$ cat src/sv/swmf_pkg.sv
// ----------------------------------------------------------------------------
// swmf_pkg
// Shared types and constants of the sliding window max filter.
// ----------------------------------------------------------------------------
package swmf_pkg;

  localparam int CFG_BITS = 7;
  localparam logic [CFG_BITS-1:0] WINDOW_RESET = 7'd3;

  typedef enum logic [2:0] {
    ST_IDLE,
    ST_FRONT_RD,
    ST_FRONT_CHK,
    ST_BACK_RD,
    ST_BACK_CHK,
    ST_APPEND
  } swmf_state_t;

  // controller -> datapath
  typedef struct packed {
    logic load;        // latch accepted request
    logic rd_front;    // read queue front entry
    logic drop_front;  // retire front entry
    logic save_front;  // keep front value for the result
    logic rd_back;     // read queue back entry
    logic drop_back;   // retire back entry
    logic append;      // push sample, update counters, post result
  } swmf_cmd_t;

  // datapath -> controller
  typedef struct packed {
    logic fill_zero;
    logic fill_full;
    logic stale;       // front entry has left the window
    logic smaller;     // back entry below new sample
    logic emit;        // this sample produces a result
    logic out_block;   // result register still held
  } swmf_sts_t;

endpackage

$ cat src/sv/swmf_ram.sv
// ----------------------------------------------------------------------------
// swmf_ram
// Generic simple dual-port RAM, one write and one read port, registered read.
// ----------------------------------------------------------------------------
module swmf_ram #(
  parameter int WIDTH = 8,
  parameter int DEPTH = 64,
  localparam int AW = (DEPTH > 1) ? $clog2(DEPTH) : 1
) (
  input  logic             clk,
  input  logic             we,
  input  logic [AW-1:0]    waddr,
  input  logic [WIDTH-1:0] wdata,
  input  logic             re,
  input  logic [AW-1:0]    raddr,
  output logic [WIDTH-1:0] rdata
);

  logic [WIDTH-1:0] mem [DEPTH];
  logic [WIDTH-1:0] rdata_r;

  always_ff @(posedge clk) begin
    if (we) begin
      mem[waddr] <= wdata;
    end
    if (re) begin
      rdata_r <= mem[raddr];
    end
  end

  assign rdata = rdata_r;

endmodule

$ cat src/sv/swmf_ctrl.sv
// ----------------------------------------------------------------------------
// swmf_ctrl
// Sequencer: front expiry, back pops, append, one queue access per step.
// ----------------------------------------------------------------------------
module swmf_ctrl (
  input  logic                clk,
  input  logic                rst_n,
  input  logic                in_valid,
  output logic                in_ready,
  input  swmf_pkg::swmf_sts_t sts,
  output swmf_pkg::swmf_cmd_t cmd
);
  import swmf_pkg::*;

  swmf_state_t state_r;
  swmf_state_t state_nxt;

  always_ff @(posedge clk) begin
    if (!rst_n) begin
      state_r <= ST_IDLE;
    end else begin
      state_r <= state_nxt;
    end
  end

  always_comb begin
    state_nxt = state_r;
    cmd       = '0;
    in_ready  = 1'b0;
    case (state_r)
      ST_IDLE: begin
        in_ready = 1'b1;
        if (in_valid) begin
          cmd.load  = 1'b1;
          state_nxt = ST_FRONT_RD;
        end
      end
      ST_FRONT_RD: begin
        if (sts.fill_zero) begin
          state_nxt = ST_APPEND;
        end else begin
          cmd.rd_front = 1'b1;
          state_nxt    = ST_FRONT_CHK;
        end
      end
      ST_FRONT_CHK: begin
        if (sts.stale) begin
          cmd.drop_front = 1'b1;
          state_nxt      = ST_FRONT_RD;
        end else begin
          cmd.save_front = 1'b1;
          state_nxt      = ST_BACK_RD;
        end
      end
      ST_BACK_RD: begin
        if (sts.fill_zero) begin
          state_nxt = ST_APPEND;
        end else begin
          cmd.rd_back = 1'b1;
          state_nxt   = ST_BACK_CHK;
        end
      end
      ST_BACK_CHK: begin
        if (sts.smaller) begin
          cmd.drop_back = 1'b1;
          state_nxt     = ST_BACK_RD;
        end else begin
          state_nxt = ST_APPEND;
        end
      end
      ST_APPEND: begin
        // hold while this sample has a result and the previous result has not been taken
        if (!(sts.emit && sts.out_block)) begin
          cmd.append = 1'b1;
          state_nxt  = ST_IDLE;
        end
      end
      default: begin
        state_nxt = ST_IDLE;
      end
    endcase
  end

endmodule

$ cat src/sv/swmf_dp.sv
// ----------------------------------------------------------------------------
// swmf_dp
// Datapath: circular candidate queue in RAM, counters, result register.
// ----------------------------------------------------------------------------
module swmf_dp #(
  parameter int MAX_WINDOW  = 64,
  parameter int SAMPLE_BITS = 16
) (
  input  logic                                   clk,
  input  logic                                   rst_n,
  input  logic signed [SAMPLE_BITS-1:0]          in_sample,
  input  logic                                   in_sequence_start,
  input  logic                                   cfg_we,
  input  logic [swmf_pkg::CFG_BITS-1:0]          cfg_wdata,
  input  logic                                   out_ready,
  output logic                                   out_valid,
  output logic signed [SAMPLE_BITS-1:0]          out_window_max,
  input  swmf_pkg::swmf_cmd_t                    cmd,
  output swmf_pkg::swmf_sts_t                    sts
);
  import swmf_pkg::*;

  localparam int IW  = (MAX_WINDOW > 1) ? $clog2(MAX_WINDOW) : 1;
  localparam int FW  = $clog2(MAX_WINDOW + 1);
  localparam int SW  = FW + 1;
  localparam int POS_MOD = 2 * MAX_WINDOW;
  localparam int PW  = $clog2(POS_MOD);
  localparam int WW  = SAMPLE_BITS + PW;

  localparam logic [SW-1:0] DEPTH_SW   = SW'(MAX_WINDOW);
  localparam logic [IW-1:0] LAST_IDX   = IW'(MAX_WINDOW - 1);
  localparam logic [PW-1:0] LAST_POS   = PW'(POS_MOD - 1);
  localparam logic [PW:0]   MOD_PW1    = (PW + 1)'(POS_MOD);
  localparam logic [31:0]   MAX_WIN32  = 32'(MAX_WINDOW);

  logic [CFG_BITS-1:0]          cfg_r;
  logic signed [SAMPLE_BITS-1:0] sample_r;
  logic [IW-1:0]                head_r, head_nxt;
  logic [FW-1:0]                fill_r;
  logic [PW-1:0]                pos_r, pos_nxt;
  logic [FW-1:0]                warm_r, warm_nxt;
  logic signed [SAMPLE_BITS-1:0] front_r;
  logic                         out_valid_r;
  logic signed [SAMPLE_BITS-1:0] out_max_r;

  logic [FW-1:0]                win;
  logic [31:0]                  cfg32;
  logic [SW-1:0]                tail_sum, back_sum;
  logic [IW-1:0]                tail_idx, back_idx, rd_addr;
  logic [WW-1:0]                rd_word;
  logic signed [SAMPLE_BITS-1:0] rd_val;
  logic [PW-1:0]                rd_pos;
  logic [PW:0]                  age;

  // window clamp: 0 acts as 1, above depth acts as depth
  assign cfg32 = 32'(cfg_r);
  always_comb begin
    if (cfg32 == 32'd0) begin
      win = FW'(1);
    end else if (cfg32 > MAX_WIN32) begin
      win = FW'(MAX_WINDOW);
    end else begin
      win = FW'(cfg32);
    end
  end

  // circular addressing
  assign tail_sum = SW'(head_r) + SW'(fill_r);
  assign back_sum = tail_sum - SW'(1);
  assign tail_idx = (tail_sum >= DEPTH_SW) ? IW'(tail_sum - DEPTH_SW) : IW'(tail_sum);
  assign back_idx = (back_sum >= DEPTH_SW) ? IW'(back_sum - DEPTH_SW) : IW'(back_sum);
  assign rd_addr  = cmd.rd_front ? head_r : back_idx;
  assign head_nxt = (head_r == LAST_IDX) ? '0 : head_r + IW'(1);
  assign pos_nxt  = (pos_r == LAST_POS) ? '0 : pos_r + PW'(1);
  assign warm_nxt = (warm_r < win) ? warm_r + FW'(1) : win;

  swmf_ram #(
    .WIDTH (WW),
    .DEPTH (MAX_WINDOW)
  ) u_queue (
    .clk   (clk),
    .we    (cmd.append),
    .waddr (tail_idx),
    .wdata ({sample_r, pos_r}),
    .re    (cmd.rd_front | cmd.rd_back),
    .raddr (rd_addr),
    .rdata (rd_word)
  );

  assign rd_val = rd_word[WW-1:PW];
  assign rd_pos = rd_word[PW-1:0];
  assign age    = (pos_r >= rd_pos) ? {1'b0, pos_r} - {1'b0, rd_pos}
                                    : {1'b0, pos_r} + MOD_PW1 - {1'b0, rd_pos};

  assign sts.fill_zero = (fill_r == '0);
  assign sts.fill_full = (fill_r == FW'(MAX_WINDOW));
  assign sts.stale     = (age >= (PW + 1)'(win));
  assign sts.smaller   = (rd_val < sample_r);
  assign sts.emit      = (warm_nxt == win);
  assign sts.out_block = out_valid_r & ~out_ready;

  always_ff @(posedge clk) begin
    if (!rst_n) begin
      cfg_r       <= WINDOW_RESET;
      head_r      <= '0;
      fill_r      <= '0;
      pos_r       <= '0;
      warm_r      <= '0;
      out_valid_r <= 1'b0;
    end else begin
      if (cfg_we) begin
        cfg_r <= cfg_wdata;
      end
      if (cmd.load && in_sequence_start) begin
        fill_r <= '0;
        warm_r <= '0;
      end
      if (cmd.drop_front) begin
        head_r <= head_nxt;
        fill_r <= fill_r - FW'(1);
      end
      if (cmd.drop_back) begin
        fill_r <= fill_r - FW'(1);
      end
      if (cmd.append) begin
        fill_r <= fill_r + FW'(1);
        pos_r  <= pos_nxt;
        warm_r <= warm_nxt;
      end
      if (cmd.append && sts.emit) begin
        out_valid_r <= 1'b1;
      end else if (out_ready) begin
        out_valid_r <= 1'b0;
      end
    end
  end

  always_ff @(posedge clk) begin
    if (cmd.load) begin
      sample_r <= in_sample;
    end
    if (cmd.save_front) begin
      front_r <= rd_val;
    end
    if (cmd.append && sts.emit) begin
      // queue emptied by pops: the new sample is the front
      out_max_r <= sts.fill_zero ? sample_r : front_r;
    end
  end

  assign out_valid      = out_valid_r;
  assign out_window_max = out_max_r;

endmodule

$ cat src/sv/sliding_window_max_filter_core.sv
// ----------------------------------------------------------------------------
// sliding_window_max_filter_core
// Running maximum over the last window_size signed samples (monotone queue).
// ----------------------------------------------------------------------------
//  channel  ports                                  dir  handshake
//  in       in_sample, in_sequence_start           in   in_valid / in_ready
//  out      out_window_max                         out  out_valid / out_ready
//  cfg      cfg_wdata (window_size)                in   cfg_we, no wait
//
//  A request runs load, a front read and check per stale front entry
//  dropped, and if entries remain a front read and check, back reads and
//  checks per back entry popped and for any entry kept, then append.
//  Each step is one access to the queue RAM with its registered read.
//  Synchronous active-low reset clears the counters; the queue RAM needs no
//  clearing, only entries below the fill count are read.
//  The next request is taken while a result waits; the sequencer holds at
//  append only if a new result meets an untaken one.
// ----------------------------------------------------------------------------
module sliding_window_max_filter_core #(
  parameter int MAX_WINDOW  = 64,
  parameter int SAMPLE_BITS = 16
) (
  input  logic                          clk,
  input  logic                          rst_n,
  input  logic                          in_valid,
  output logic                          in_ready,
  input  logic signed [SAMPLE_BITS-1:0] in_sample,
  input  logic                          in_sequence_start,
  output logic                          out_valid,
  input  logic                          out_ready,
  output logic signed [SAMPLE_BITS-1:0] out_window_max,
  input  logic                          cfg_we,
  input  logic [swmf_pkg::CFG_BITS-1:0] cfg_wdata
);
  import swmf_pkg::*;

  swmf_cmd_t cmd;
  swmf_sts_t sts;

  swmf_ctrl u_ctrl (
    .clk      (clk),
    .rst_n    (rst_n),
    .in_valid (in_valid),
    .in_ready (in_ready),
    .sts      (sts),
    .cmd      (cmd)
  );

  swmf_dp #(
    .MAX_WINDOW  (MAX_WINDOW),
    .SAMPLE_BITS (SAMPLE_BITS)
  ) u_dp (
    .clk               (clk),
    .rst_n             (rst_n),
    .in_sample         (in_sample),
    .in_sequence_start (in_sequence_start),
    .cfg_we            (cfg_we),
    .cfg_wdata         (cfg_wdata),
    .out_ready         (out_ready),
    .out_valid         (out_valid),
    .out_window_max    (out_window_max),
    .cmd               (cmd),
    .sts               (sts)
  );

  // queue never overflows: every entry kept is younger than the window
  a_no_overflow: assert property (@(posedge clk) disable iff (!rst_n)
    cmd.append |-> !sts.fill_full)
    else $error("append into full queue");

  a_pop_nonempty: assert property (@(posedge clk) disable iff (!rst_n)
    (cmd.drop_back || cmd.drop_front) |-> !sts.fill_zero)
    else $error("queue entry retired from empty queue");

  a_busy_after_load: assert property (@(posedge clk) disable iff (!rst_n)
    cmd.load |=> !in_ready)
    else $error("request taken while previous one in progress");

  a_result_from_append: assert property (@(posedge clk) disable iff (!rst_n)
    $rose(out_valid) |-> $past(cmd.append && sts.emit))
    else $error("result posted outside append");

endmodule
$ cat config.mk
export PLATFORM = sky130hd
export DESIGN_NAME = sliding_window_max_filter_core
export DESIGN_NICKNAME = d
export VERILOG_FILES = /design/src/sv/swmf_pkg.sv /design/src/sv/swmf_ram.sv /design/src/sv/swmf_ctrl.sv /design/src/sv/swmf_dp.sv /design/src/sv/sliding_window_max_filter_core.sv
export SDC_FILE = /design/constraint.sdc
export NUM_CORES = 2
export LEC_CHECK = 0
export ABC_AREA = 1
export BUFFER_PORTS_ARGS = -buffer_cell sky130_fd_sc_hd__buf_2
export CORE_MARGIN = 8
export CORE_UTILIZATION = 57
export CTS_CLUSTER_DIAMETER = 30
export CTS_CLUSTER_SIZE = 16
export DETAILED_ROUTE_END_ITERATION = 12
export PLACE_DENSITY = 0.72
export SYNTH_ARGS = -nofsm -noshare
export SYNTH_HDL_FRONTEND = slang
export SYNTH_HIERARCHICAL = 1
export SYNTH_SLANG_ARGS = --single-unit
$ cat constraint.sdc
create_clock -name clk -period 4.8 [get_ports clk]
set_input_delay 0.48 -clock clk [delete_from_list [all_inputs] [get_ports clk]]
set_output_delay 0.48 -clock clk [all_outputs]
set_load 0.01 [all_outputs]
---- Word-level counts from Yosys, hierarchy flattened ----
Memories as Yosys holds them, arrays and structs flattened. A register that Yosys moved wholly into a read port is not among the register bits.
Index checks and enable logic that the tools add are counted.
operators by class
  add/subtract/negate cells ............... 12
  order comparisons ....................... 7
  eq/ne operators ......................... 10
  multiplexer cells ....................... 39
  bitwise operators ....................... 3
  reduce and logical (&&, ||, !) cells .... 10
operators by type and width
  kind                 number
  $mux 7               9
  $logic_not 32->1     1
  $mux 6               4
  $add 7x1->7 const B  3
  $pmux 3 s6           1
  $mux 1               17
  $ge 8x7->1 const B   2
  $lt 16x16->1         1
  $mux 16              1
  $mux 3               4
  $sub 6x1->6 const B  2
  $add 6x7->8          1
  $add 7x8->8 const B  1
  $ge 8x7->1           1
  $mux 8               1
  $sub 7x7->8          1
  $sub 8x1->8 const B  1
  $sub 8x7->8          1
  $eq 7x7->1           1
  $eq 7x7->1 const B   1
  $ge 7x7->1           1
  $gt 7x7->1 const B   1
  $logic_not 7->1      1
  $lt 7x7->1           1
  16 further kinds     23
word-level totals
  register bits after elaboration ......... 86
  bits in writable memories ............... 1472
  input port bits ......................... 29
  output and inout port bits .............. 18
  word-level logic and storage cells ...... 92
  memories ................................ 1
memories
  memory            words  width  read ports  clocked after Yosys merged registers in  write ports  RTL line        source
  u_dp.u_queue.mem  64     23     1           1                                        1            swmf_ram.sv:19  logic [WIDTH-1:0] mem [DEPTH];

---- Logic depth before layout (Yosys ltp) ----
  word-level depth ........................ 11
  mapped depth ............................ 26
  mapped depth without buffers ............ 26

---- Hierarchy ----
The synthesis kept the hierarchy.
by module, submodules not included
  module     instances  cells each  area each (sq um)  sequential area each (sq um)
  swmf_ram   1          5014        60165.2            44893.1
  swmf_dp    1          565         4952.2             2142.1
  swmf_ctrl  1          41          230.2              60.1

---- Least setup slack after synthesis ----
Ideal clock, no wire load.
  path kind ............................... register to register
  start point ............................. register u_dp.cfg_r[6]
  end point ............................... memory u_dp/u_queue/mem[48][0] (netlist bit) (enable)
  setup time .............................. 0.462 ns
  data arrival time ....................... 4.826 ns
  required time ........................... 4.338 ns
  slack ................................... -0.488 ns
  cell stages (with the launch flop) ...... 17
  path buffers ............................ 2
  clock period less this slack ............ 5.288 ns
  path through ............................ dfxtp_1 > inv_2 > nand2_1 > ha_1 > nand2_2 > o21a_1 > buf_6 > a21boi_4 > nand3_1 > nand3_2 > nor2_2 > nand2_1 > inv_1 > a21oi_1 > clkbuf_1 > nand4_1 > nor4_1
RTL lines
  element                 RTL line        source
  from (decl)             swmf_dp.sv:36   logic [CFG_BITS-1:0] cfg_r;
  from (signal assigned)  swmf_dp.sv:112  cfg_r <= cfg_wdata;
  to (decl)               swmf_ram.sv:19

==> metrics.csv <==
metric;value;unit
htree_levels;5;
syn_inst;5619;
cts_resized;0;
clk_pin_slew;40;ps
post-route-drc-count;0;
slowest_stage;o21ai_4;
cts_root_buffer;clkbuf_16;
mostFrequentLayoutCells;nand2_1 (1962), edfxtp_1 (1543), nand3_1 (1274);
cts-buffers-inserted;310;
final-hold-violation-count;0;
die_y;355;um
crit_path_end_kind;flip-flop;
grt_max_degree;189;
grt_usage;28.3;%
via_count;45691;
synth_nets;5697;
min_period;4410;ps
start_util;57.3;%
rsz0062_at_grt;no;
worstPathArrival;4990;ps
crit_chain;inv_1, ha_1, nand2_1, nor3_1, buf_4, inv_1, nand2_1, inv_1, o21ai_4, inv_16, buf_4, nand2_1, nand3_1, nand3_1, nand2_1, nand2_1, nand3_1, nand3_1, nand2_1;
fin_crit_sh;91.8;%
slew-limit-headroom;26.2;%
netlist_area;65300;um2
gp_congestion;0.875;
clk_latency;880;ps
antenna_found_initial;2;
hold-path-cell-count;5;
vias_per_cell;6.00;
cpPeakStageDelay;570;ps
crit_path_start_kind;flip-flop;
ys_warn_count;6;
area_growth_syn_to_layout;20.2;%
worst_slew_pin_slew;1110;ps
die_w;355;um
io_buffers;46;
cp_max_fo;188;
worst_r2r_path_depth;19;
cpMostUsedCell;nand2_1;
finalSetupViolCount;0;
fmax;227;MHz
syn_avg_cell_area;11.6;um2
final_common_cell;nand2_1;
cts_tree;yes;
dp_hpwl;94600;um
layout.nets;5947;
dpl_cell_area;68000;um2
path_class;flip-flop to flip-flop;
num_rows;124;
drt-wirelength-per-cell;23.8;um
overflow;0;
cts_setup_buffers;0;
antenna_left;0;
grt_pass1_vias;44737;
dr.pass1.iters;9;
layout-drive-gt1-share;13.6;%
status;finished clean;
grt_first_pass_wirelength;272000;um
tns;0;ps
slew_viol_final;0;
fin_skew;49.8;ps
clock_path_buffers;4;
hp-class;input pin to flip-flop;
utilization;68.9;%
final_area;78500;um2
die_area;126000;um2
core;114000;um2
required;5380;ps
cts_hold_buf;33;
dr.first_iter.drc_count;6072;
cts.sinks;1581;
io-pin-count;47;
maxCapViolCount;0;
wl;181000;um
path summary, 6_finish.rpt:
check,endpoint,from,slack (ps)
worst min register to register,u_dp/pos_r[0],u_dp/pos_r[0],500
worst max-delay path,u_dp/u_queue/rdata[8],u_dp/fill_r[1],390
worst min-delay path,u_ctrl/state_r[0],in_valid,60
worst max register to register,u_dp/u_queue/rdata[8],u_dp/fill_r[1],390
metal layers:
layer | GRT usage [%] | share of wire (%) | up-vias
met5 | 0 | 0 | -
met3 | 6.06 | 11 | 514
met2 | 43.4 | 45 | 2819
li1 | - | - | 20317
met4 | 16.6 | 6.1 | 0
met1 | 37.6 | 37 | 22041
critical path: cells and delay by family, from the launching register on:
family          cells  cell delay [ps]
compound gates      1              570
simple gates       11             1370
buf+inv             6             1300
flops               1              350
fa+ha+maj           1              160
flip-flops by register name, summed over array words and instances (netlist names):
name                 count
u_dp/u_queue/mem      1472
u_dp/u_queue/rdata      23
u_dp/front_r            16
u_dp/out_window_max     16
u_dp/sample_r           16
u_dp/cfg_r               7
u_dp/fill_r              7
u_dp/pos_r               7
u_dp/warm_r              7
u_dp/head_r              6
u_ctrl/state_r           3
u_dp/out_valid           1
per-stage QoR:
stage	hold WS (ps)	instances	setup slack [ps]
finish	58.9	7613	393
global route	72.4	7612	269
CTS	14.7	7612	515
detailed placement	480	7036	563
global placement	478	7036	617
floorplan	427	5619	-488
layout make-up:
type | count | area [um2]
antenna | 1 | 2.50
clock buffer | 349 | 8150
clock inverter | 194 | 2050
fill | 7590 | 35500
inverter | 110 | 443
multi-input combinational | 3598 | 16400
sequential | 1581 | 47100
tap | 1512 | 1890
timing repair buffer | 268 | 2490
Power is left out: the tool's default activity adds up to more than one toggle a clock period on the data nets, which glitch-free logic cannot reach.
